==> src/hdl/dcd_pkg.sv <==
// ----------------------------------------------------------------------------
// Directed cycle detector package
// Shared sizes, types and the queue entry format for the detector.
// ----------------------------------------------------------------------------
package dcd_pkg;

    localparam int MAX_NODES = 1024;
    localparam int MAX_EDGES = 4096;
    localparam int NODE_W    = $clog2(MAX_NODES);
    localparam int EDGE_W    = $clog2(MAX_EDGES);
    localparam int CNT_W     = EDGE_W + 1;
    localparam int SP_W      = NODE_W + 1;
    localparam int FIELD_W   = 11;
    localparam int QDEPTH    = 4;
    localparam int QPTR_W    = $clog2(QDEPTH);

    // One classified request passed from the front to the back.
    typedef struct packed {
        logic              store;   // edge is in range, store it
        logic              drop;    // edge is out of range
        logic              last;    // final edge, run the walk
        logic [NODE_W-1:0] from_idx;
        logic [NODE_W-1:0] to_idx;
        logic [FIELD_W-1:0] nodes;  // effective node count at this edge
    } dcd_req_t;

endpackage

==> src/hdl/dcd_front.sv <==
// ----------------------------------------------------------------------------
// Detector front end
// Accepts edges, checks their range and queues classified requests.
// ----------------------------------------------------------------------------
module dcd_front (
    input  logic               aclk,
    input  logic               aresetn,
    input  logic [10:0]        node_count,
    input  logic               s_tvalid,
    output logic               s_tready,
    input  logic [21:0]        s_tdata,
    input  logic               s_tlast,
    output dcd_pkg::dcd_req_t  q_data,
    output logic               q_valid,
    input  logic               q_pop
);
    import dcd_pkg::*;

    dcd_req_t          q_mem_reg [QDEPTH];
    logic [QPTR_W-1:0] wp_reg, wp_next, rp_reg, rp_next;
    logic [QPTR_W:0]   cnt_reg, cnt_next;
    logic [FIELD_W-1:0] eff_n, from_n, to_n;
    logic              push;
    dcd_req_t          req;

    assign from_n = s_tdata[10:0];
    assign to_n   = s_tdata[21:11];
    assign eff_n  = (node_count > FIELD_W'(MAX_NODES)) ? FIELD_W'(MAX_NODES) : node_count;

    // Classify the edge against the node count in force now.
    always_comb begin
        req.drop     = (from_n == '0) || (to_n == '0) || (from_n > eff_n) || (to_n > eff_n);
        req.store    = !req.drop;
        req.last     = s_tlast;
        req.from_idx = NODE_W'(from_n - 11'd1);
        req.to_idx   = NODE_W'(to_n - 11'd1);
        req.nodes    = eff_n;
    end

    assign s_tready = (cnt_reg < (QPTR_W+1)'(QDEPTH));
    assign push     = s_tvalid && s_tready;
    assign q_valid  = (cnt_reg != '0);
    assign q_data   = q_mem_reg[rp_reg];

    // Queue pointers.
    always_comb begin
        wp_next  = push ? wp_reg + 1'b1 : wp_reg;
        rp_next  = q_pop ? rp_reg + 1'b1 : rp_reg;
        cnt_next = cnt_reg + (QPTR_W+1)'(push) - (QPTR_W+1)'(q_pop);
    end

    always_ff @(posedge aclk) begin
        if (!aresetn) begin
            wp_reg  <= '0;
            rp_reg  <= '0;
            cnt_reg <= '0;
        end else begin
            wp_reg  <= wp_next;
            rp_reg  <= rp_next;
            cnt_reg <= cnt_next;
        end
    end

    // Queue storage.
    always_ff @(posedge aclk) begin
        if (push) begin
            q_mem_reg[wp_reg] <= req;
        end
    end

endmodule

==> config.mk <==
export PLATFORM = sky130hd
export DESIGN_NAME = dcd_front
export DESIGN_NICKNAME = d
export VERILOG_FILES = /design/src/hdl/dcd_pkg.sv /design/src/hdl/dcd_front.sv
export SDC_FILE = /design/constraint.sdc
export NUM_CORES = 1
export LEC_CHECK = 0
export ABC_AREA = 1
export BUFFER_PORTS_ARGS = -buffer_cell sky130_fd_sc_hd__buf_4
export CORE_MARGIN = 2
export CORE_UTILIZATION = 60
export CTS_BUF_LIST = sky130_fd_sc_hd__clkbuf_16
export CTS_CLUSTER_DIAMETER = 100
export CTS_CLUSTER_SIZE = 20
export DETAILED_ROUTE_END_ITERATION = 7
export PLACE_DENSITY = 0.81
export SYNTH_ARGS = -nofsm -noshare
export SYNTH_HDL_FRONTEND = slang
export SYNTH_SLANG_ARGS = --single-unit
==> constraint.sdc <==
create_clock -name aclk -period 5 [get_ports aclk]
set_input_delay 0.5 -clock aclk [delete_from_list [all_inputs] [get_ports aclk]]
set_output_delay 0.5 -clock aclk [all_outputs]
set_load 0.01 [all_outputs]
# Word level (Yosys, flattened, before mapping)
# Memory sizes are Yosys's and may differ from the RTL's. A register that Yosys moved wholly into a read port is not among the register bits.
# Index checks and enable logic that the tools add are counted.
# op_classes
add_sub_neg	6
magnitude_cmp	4
n_mux	5
n_reduce_logical	8
# op_table
op	count
11-bit greater-than comparator	2
11-bit zero test	2
10-bit by 1-bit subtractor with 10-bit output, second input constant	2
11-bit greater-than comparator, second input constant	1
11-bit two-way mux	1
2-bit by 1-bit adder with 2-bit output, second input constant	2
2-bit two-way mux	2
3-bit by 1-bit adder with 3-bit output	1
1-bit logical OR	3
3-bit < comparator, second input constant	1
3-bit nonzero test	1
3-bit by 1-bit subtractor with 3-bit output	1
1-bit two-way mux	2
1-bit logical AND	1
1-bit zero test	1
# word_totals
ff_bits	7
mem_bits_rw	136
input_bits	38
output_inout_bits	36
mem_count	1
# mem_list
memory	words	word_bits	read_ports	rd_ports_with_merged_regs	write_ports	line_no	rtl
q_mem_reg	4	34	1	1	1	dcd_front.sv:19	dcd_req_t q_mem_reg [QDEPTH];

# Longest topological paths before layout
# Gate-level depths: netlist (run 1).
# logic_depth
ltp_word	6
depth_mapped	14
depth_no_buf	14

# Least setup slack after synthesis (run 1)
# No wires, ideal clock.
# synth_path
kind	input to register
from	in s_tvalid
to	mem q_mem_reg[0][0] (netlist name) (enable)
setup_time_ns	0.425
arrival_ns	2.049
setup_slack_ns	2.525
path_stages	2
path_buffers	0
cell_sequence	nand2_2 -> nor2_1
# synth_via
elab_chain_cells	3
# synth_rtl
item	line_no	rtl
start, declared	dcd_front.sv:9	input logic s_tvalid,
1-bit logical AND	dcd_front.sv:41	assign push = s_tvalid && s_tready;
1-bit two-way mux	dcd_front.sv:66	if (push) begin
1-bit two-way mux (implied by the code)	dcd_front.sv:67	q_mem_reg[wp_reg] <= req;
end, declared	dcd_front.sv:19	
# Every way passes these cells.

==> summary.json, run 1 <==
{
  "outcome": {"value": "completed"},
  "drt_pass1_iterations": {"value": 5},
  "die_height": {"value": 109, "unit": "um"},
  "clock_insertion_delay_worst_skew": {"value": 0.42, "unit": "ns"},
  "power.density_cell_area": {"value": 418, "unit": "mW/mm^2"},
  "antenna_violations_before_repair": {"value": 0},
  "cp-start-kind": {"value": "flop"},
  "cp_common_cell": {"value": "buf_4"},
  "dr_total_vias": {"value": 4510},
  "pin_count_of_the_biggest_net_entering_global_routing": {"value": 69},
  "route.detailed.vias_per_inst": {"value": 5.72},
  "cts-hold-fix-buffers": {"value": 0},
  "num_rows": {"value": 38},
  "timing.critical_path.buf_inv": {"value": 2},
  "clock_input_transition_at_the_sequential_cells_of_the_worst_setup_and_hold_paths": {"value": 0.06, "unit": "ns"},
  "yosysUniqueCellTypes": {"value": 33},
  "routabilityCongestion": {"value": 0.898},
  "multi_input_comb_area": {"value": 0.00199, "unit": "mm^2"},
  "fin_tns_setup": {"value": 0, "unit": "ns"},
  "clk_path_buf_depth": {"value": 2},
  "synth-seq-cells": {"value": 145},
  "dr.first_iter.drc_count": {"value": 404},
  "grt_setup_unrepaired": {"value": "no"},
  "buffer_ports.inserted": {"value": 73},
  "worst_path_max_delay_cell": {"value": "dfxtp_2"},
  "layout.cells.most_common": {"value": "edfxtp_1"},
  "achievable-frequency": {"value": 0.370, "unit": "GHz"},
  "core_region_area": {"value": 0.0108, "unit": "mm^2"},
  "cts_htree_levels": {"value": 4},
  "grt_pass1_wl": {"value": 21700, "unit": "um"},
  "least_margin_pin_slew": {"value": 0.596, "unit": "ns"},
  "clock_skew": {"value": 0.00362, "unit": "ns"},
  "post-layout-total-power": {"value": 0.00326, "unit": "W"},
  "final.min_clock_period": {"value": 2.70, "unit": "ns"},
  "antenna_violating_nets_post_route": {"value": 0},
  "synth_area": {"value": 0.00661, "unit": "mm^2"},
  "first_global_vias": {"value": 4478},
  "p_leak": {"value": 3.09, "unit": "nW"},
  "nNetsFinal": {"value": 706},
  "cp_slowest_stage_delay": {"value": 0.71, "unit": "ns"},
  "syn2layout_area_growth": {"value": 18.2, "unit": "%"},
  "cts_root_buffer": {"value": "clkbuf_16"},
  "tritoncts.num_buffers": {"value": 17},
  "pin_count": {"value": 74},
  "cp_data_required_time": {"value": 4.50, "unit": "ns"},
  "synthesis.instances": {"value": 561},
  "track_usage": {"value": 0.250},
  "drt_wl_total": {"value": 14000, "unit": "um"},
  "end_kind": {"value": "output pin"},
  "layout.filler_cells": {"value": 676},
  "tritoncts": {"value": "done"},
  "maxCapViolCount": {"value": 0},
  "worst_slew_margin_rel": {"value": 0.602},
  "cp_max_fo": {"value": 38},
  "layout-drive-gt1-share": {"value": 0.222},
  "timing_hold_violations_final": {"value": 0},
  "antenna-diode-count": {"value": 0},
  "start_util": {"value": 0.612},
  "critPathTopFamily": {"value": "flip-flops"},
  "timing.final.max_slew_violations": {"value": 0},
  "vdd_ir_drop_max": {"value": 0.267, "unit": "mV"},
  "timing.final.crit_share": {"value": 0.540},
  "synth_fp_nets": {"value": 630},
  "chipWidth": {"value": 109, "unit": "um"},
  "synth.yosys.seq_area_share": {"value": 0.646},
  "largest_reg_flops": {"value": 136},
  "grt_overflow_total": {"value": 0},
  "post_cts_resized": {"value": 0},
  "critPathArrivalTime": {"value": 2.20, "unit": "ns"},
  "cts_post_setup_buffers_inserted": {"value": 0},
  "holdCritPathClass": {"value": "input pin to flop"},
  "avgSynthCellArea": {"value": 11.8, "unit": "um^2"},
  "layout.cells.most_common_list": {"value": "136 x edfxtp_1, 82 x nor2_1, 79 x buf_4"},
  "numClockSinks": {"value": 145},
  "path_cells": {"value": "buf_4, o21ai_0, o22ai_1, buf_4"},
  "dp_hpwl": {"value": 8690, "unit": "um"},
  "final-seq-area": {"value": 0.00427, "unit": "mm^2"},
  "fp.dieArea": {"value": 0.0119, "unit": "mm^2"},
  "report.final.setup_viol": {"value": 0},
  "drc_errors": {"value": 0},
  "ys_warns": {"value": 0},
  "category_of_the_critical_setup_timing_path": {"value": "flop to output pin"},
  "routed_wire_length_per_instance": {"value": 17.8, "unit": "um"}
}
[cell type report]
class                      instances  share of cell area
sequential                       145               0.546
multi-input combinational        340               0.255
timing repair buffer              79              0.0759
clock buffer                      17              0.0545
inverter                          54              0.0266
tap                              140              0.0224
clock inverter                    14              0.0189
[worst register-to-register path, stage by stage (launching register included)]
cell     delay (ns)
dfxtp_1        0.32
inv_1          0.10
nand2_2        0.15
ha_1           0.31
inv_1          0.05
ha_1           0.13
inv_1          0.04
fa_1           0.37
xor2_1         0.16
o21ai_0        0.15
a21oi_1        0.06
[through the flow]
step	setup WS, ns	util	instances	hold slack (ns)	area [um^2]
after global placement	2.57	0.670	758	0.422	7240
after floorplan	2.53	-	561	0.412	6610
after CTS	2.26	0.724	789	0.276	7810
final	2.30	0.724	789	0.286	7810
after detailed placement	2.46	0.670	758	0.435	7240
after global routing	2.13	0.724	789	0.276	7810
[logic make-up (layout without fill, tap and decap cells)]
family | Yosys count | in the layout | share of synthesized area
buf+inv | 76 | 164 | 0.0540
xor+xnor | 12 | 12 | 0.0159
fa+ha+maj | 31 | 31 | 0.0599
compound gates | 127 | 127 | 0.115
flops | 145 | 145 | 0.646
simple gates | 170 | 170 | 0.110
[path summary, 6_finish.rpt]
path | startpoint | end | slack, ns | cells after the start
hold / removal | s_tlast | q_mem_reg[0][31]$_DFFE_PP_ | 0.29 | 1
setup reg to reg | cnt_reg[2]$_SDFF_PN0_ | cnt_reg[2]$_SDFF_PN0_ | 3.06 | 10
setup / recovery | flop | q_data[33] | 2.30 | 4
hold reg to reg | rp_reg[1]$_SDFFE_PN0P_ | flop | 0.44 | 1
[Yosys cell counts, drive strengths merged]
library cell    n  area [um^2]
clkbuf          4         17.5
ha             30          375
o22ai          34          275
and2            1         6.26
xnor2           2         17.5
nand3           7         40.0
nand4           3         18.8
nand3b          2         15.0
nand2          55          214
a21o            1         7.51
inv            54          208
o31ai           2         15.0
a21oi          10         50.1
nor3            2         20.0
buf            18          131
xor2           10         87.6
nor2          100          410
fa              1         20.0
dfxtp           9          180
o21ai          80          412
edfxtp        136         4080
[routing by layer]
metal	GRT usage	vias up	part of all wire
met5	0	-	0
met4	0.110	0	0.023
met3	0.0562	27	0.070
met2	0.419	179	0.51
met1	0.313	2182	0.40
li1	-	2122	-
[power by group]
| part | leakage, nW | internal (W) | switching, W |
|---|---|---|---|
| registers | 1.32 | 0.00147 | 0.0000398 |
| clock network | 0.276 | 0.000769 | 0.000458 |
| logic | 1.49 | 0.000200 | 0.000322 |
Note: power is estimated with default switching activity, not from simulation.
==> inputs of run 2 (changes only) <==
--- a/config.mk
+++ b/config.mk
@@ -8,12 +8,12 @@
 export ABC_AREA = 1
 export BUFFER_PORTS_ARGS = -buffer_cell sky130_fd_sc_hd__buf_4
 export CORE_MARGIN = 2
-export CORE_UTILIZATION = 60
+export CORE_UTILIZATION = 58
 export CTS_BUF_LIST = sky130_fd_sc_hd__clkbuf_16
 export CTS_CLUSTER_DIAMETER = 100
 export CTS_CLUSTER_SIZE = 20
 export DETAILED_ROUTE_END_ITERATION = 7
-export PLACE_DENSITY = 0.81
+export PLACE_DENSITY = 0.79
 export SYNTH_ARGS = -nofsm -noshare
 export SYNTH_HDL_FRONTEND = slang
 export SYNTH_SLANG_ARGS = --single-unit
==> constraint.sdc (replaced) <==
create_clock -name aclk -period 2.5 [get_ports aclk]
set_input_delay 0.25 -clock aclk [delete_from_list [all_inputs] [get_ports aclk]]
set_output_delay 0.25 -clock aclk [all_outputs]
set_load 0.01 [all_outputs]
==> summary.json, run 2 (same netlist as run 1, synthesis figures left out) <==
{
  "outcome": {"value": "completed"},
  "num_rows": {"value": 38, "change": "unchanged"},
  "dr.first_iter.drc_count": {"value": 365, "change": "-9.7%"},
  "drt_pass1_iterations": {"value": 5, "change": "unchanged"},
  "timing.critical_path.buf_inv": {"value": 2, "change": "unchanged"},
  "chipWidth": {"value": 111, "unit": "um", "change": "+1.6%"},
  "category_of_the_critical_setup_timing_path": {"value": "flop to output pin"},
  "critPathArrivalTime": {"value": 2.02, "unit": "ns", "change": "-0.18 ns"},
  "clock_skew": {"value": 0.0110, "unit": "ns", "change": "+0.00743 ns"},
  "maxCapViolCount": {"value": 0, "change": "unchanged"},
  "layout.core_utilization": {"value": 0.712, "change": "-0.0115"},
  "clk_path_buf_depth": {"value": 2, "change": "unchanged"},
  "largest_reg_flops": {"value": 136, "change": "unchanged"},
  "antenna-diode-count": {"value": 0, "change": "unchanged"},
  "least_margin_pin_slew": {"value": 0.536, "unit": "ns", "change": "-0.0609 ns"},
  "multi_input_comb_area": {"value": 0.00199, "unit": "mm^2", "change": "unchanged"},
  "cts_root_buffer": {"value": "clkbuf_16"},
  "setup_slack_of_the_worst_register_to_register_path": {"value": 0.54, "unit": "ns", "change": "-2.52 ns"},
  "dp_hpwl": {"value": 8910, "unit": "um", "change": "+2.6%"},
  "layout.cells.most_common": {"value": "edfxtp_1"},
  "end_kind": {"value": "output pin"},
  "final-seq-area": {"value": 0.00427, "unit": "mm^2", "change": "about the same"},
  "cts_post_setup_buffers_inserted": {"value": 0, "change": "unchanged"},
  "die_height": {"value": 111, "unit": "um", "change": "+1.6%"},
  "vdd_ir_drop_max": {"value": 0.978, "unit": "mV", "change": "+270%"},
  "final.min_clock_period": {"value": 2.27, "unit": "ns"},
  "cp_common_cell": {"value": "buf_4"},
  "syn2layout_area_growth": {"value": 18.4, "unit": "%"},
  "worst_slew_margin_rel": {"value": 0.643, "change": "+0.0406"},
  "timing.final.max_slew_violations": {"value": 0, "change": "unchanged"},
  "clock_insertion_delay_worst_skew": {"value": 0.42, "unit": "ns", "change": "about the same"},
  "pin_count_of_the_biggest_net_entering_global_routing": {"value": 69, "change": "unchanged"},
  "first_global_vias": {"value": 4465, "change": "-0.29%"},
  "antenna_violations_before_repair": {"value": 0, "change": "unchanged"},
  "power.density_cell_area": {"value": 830, "unit": "mW/mm^2", "change": "+99%"},
  "r2r_worst_path_depth": {"value": 10, "change": "unchanged"},
  "report.final.setup_viol": {"value": 0, "change": "unchanged"},
  "timing.hold.worst_path_depth": {"value": 1, "change": "unchanged"},
  "buffer_ports.inserted": {"value": 73, "change": "unchanged"},
  "route.detailed.vias_per_inst": {"value": 5.63, "change": "-1.6%"},
  "cp_slowest_stage_delay": {"value": 0.57, "unit": "ns", "change": "-0.14 ns"},
  "numClockSinks": {"value": 145, "change": "unchanged"},
  "grt_setup_unrepaired": {"value": "no"},
  "layout.filler_cells": {"value": 725, "change": "+7.2%"},
  "layout-drive-gt1-share": {"value": 0.227, "change": "+0.00546"},
  "whs_endpoint": {"value": "q_mem_reg[3][31]$_DFFE_PP_"},
  "cp_max_fo": {"value": 33, "change": "-13%"},
  "min-delay-start": {"value": "s_tlast"},
  "cp_data_required_time": {"value": 2.25, "unit": "ns", "change": "-2.25 ns"},
  "timing_hold_violations_final": {"value": 0, "change": "unchanged"},
  "fin_tns_setup": {"value": 0, "unit": "ns", "change": "unchanged"},
  "timing.final.crit_share": {"value": 0.909},
  "grt_overflow_total": {"value": 0, "change": "unchanged"},
  "antenna_violating_nets_post_route": {"value": 0, "change": "unchanged"},
  "core_region_area": {"value": 0.0110, "unit": "mm^2", "change": "+1.8%"},
  "p_leak": {"value": 3.11, "unit": "nW", "change": "+0.62%"},
  "nNetsFinal": {"value": 707, "change": "+0.14%"},
  "tritoncts.num_buffers": {"value": 17, "change": "unchanged"},
  "tritoncts": {"value": "done"},
  "start_util": {"value": 0.601, "change": "-0.0106"},
  "holdCritPathClass": {"value": "input pin to flop"},
  "critPathTopFamily": {"value": "buffers and inverters"},
  "routabilityCongestion": {"value": 0.818, "change": "-9.0%"},
  "grt_pass1_wl": {"value": 22200, "unit": "um", "change": "+2.3%"},
  "cp-start-kind": {"value": "flop"},
  "pin_count": {"value": 74, "change": "unchanged"},
  "fp.dieArea": {"value": 0.0123, "unit": "mm^2", "change": "+3.3%"},
  "routed_wire_length_per_instance": {"value": 17.6, "unit": "um", "change": "-0.83%"},
  "drt_wl_total": {"value": 13900, "unit": "um", "change": "-0.58%"},
  "crit-reg2reg-launch": {"value": "cnt_reg[2]$_SDFF_PN0_"},
  "worst_path_max_delay_cell": {"value": "dfxtp_2"},
  "reg2reg_to": {"value": "cnt_reg[2]$_SDFF_PN0_"},
  "drc_errors": {"value": 0, "change": "unchanged"},
  "layout.cells.most_common_list": {"value": "136 x edfxtp_1, 82 x nor2_1, 80 x buf_4"},
  "path_cells": {"value": "buf_4, nor2_1, o22ai_1, buf_4"},
  "achievable-frequency": {"value": 0.440, "unit": "GHz"},
  "cts_htree_levels": {"value": 4, "change": "unchanged"},
  "track_usage": {"value": 0.236, "change": "-0.0141"},
  "dr_total_vias": {"value": 4450, "change": "-1.3%"},
  "clock_input_transition_at_the_sequential_cells_of_the_worst_setup_and_hold_paths": {"value": 0.06, "unit": "ns", "change": "about the same"}
}
## run 2: cell types whose count changed in the layout (fill, tap and decap cells not counted), moves of 2 or more
cell / delta
clkinv_1: -5
inv_1: +4
clkinv_4: +3
clkinv_2: -2
inv_6: +2
## run 2: timing repair
item,CTS,global route
gates resized for setup,0,3
endpoints found under the setup margin,0,8
hold buffers,0,0
## run 2: stage by stage
| stage | area [um^2] | setup WS [ns] | hold WS, ns | power (W) | instances |
|---|---|---|---|---|---|
| after floorplan | 6610 | 0.0529 | 0.343 | 0.00367 | 561 |
| after global placement | 7240 | 0.316 | 0.428 | 0.00408 | 759 |
| after detailed placement | 7240 | 0.184 | 0.444 | 0.00413 | 759 |
| after CTS | 7820 | 0.0229 | 0.0192 | 0.00653 | 791 |
| after global routing | 7820 | 0.165 | 0.0244 | 0.00676 | 791 |
| final | 7820 | 0.228 | 0.0381 | 0.00649 | 791 |
## run 2: worst max-delay path by stage
| stage | start | to | slack [ns] | depth (start not counted) |
|---|---|---|---|---|
| final | flop | q_data[33] | 0.23 | 4 |
| after global routing | flop | q_data[33] | 0.16 | 4 |
| after CTS | flop | q_data[33] | 0.02 | 4 |
| after detailed placement | node_count[4] | q_mem_reg[2][33]$_DFFE_PP_ | 0.18 | 14 |
| after global placement | node_count[4] | q_mem_reg[2][33]$_DFFE_PP_ | 0.32 | 14 |
| after floorplan | wp_reg[0]$_SDFFE_PN0P_ | q_mem_reg[2][0]$_DFFE_PP_ | 0.05 | 4 |
## run 2: area by class of cell
class                           count  area share
Multi-Input combinational cell    340       0.255
Inverter                           54      0.0269
Clock buffer                       17      0.0544
Timing Repair Buffer               80      0.0768
Sequential cell                   145       0.546
Clock inverter                     15      0.0189
Tap cell                          140      0.0224
## run 2: worst reg2reg max path, delay by kind of cell (launching register included)
kind	cells	cell delay, ns
adder cells (fa/ha/maj)	3	0.76
flip-flops	1	0.36
AO/OA/AOI/OAI	2	0.20
buffers and inverters	3	0.19
AND/OR/NAND/NOR	1	0.18
XOR/XNOR	1	0.16
## run 2: where the power goes
part           internal, W  switching [W]  leakage, nW
clock              0.00146       0.000955        0.289
combinational     0.000402       0.000642         1.49
sequential         0.00295      0.0000806         1.32
## run 2: routing by layer
layer,share of wire,up-vias,track usage
li1,-,2128,-
met1,0.41,2125,0.295
met2,0.52,173,0.403
met3,0.060,24,0.0623
met4,0.019,0,0.0767
met5,0,-,0
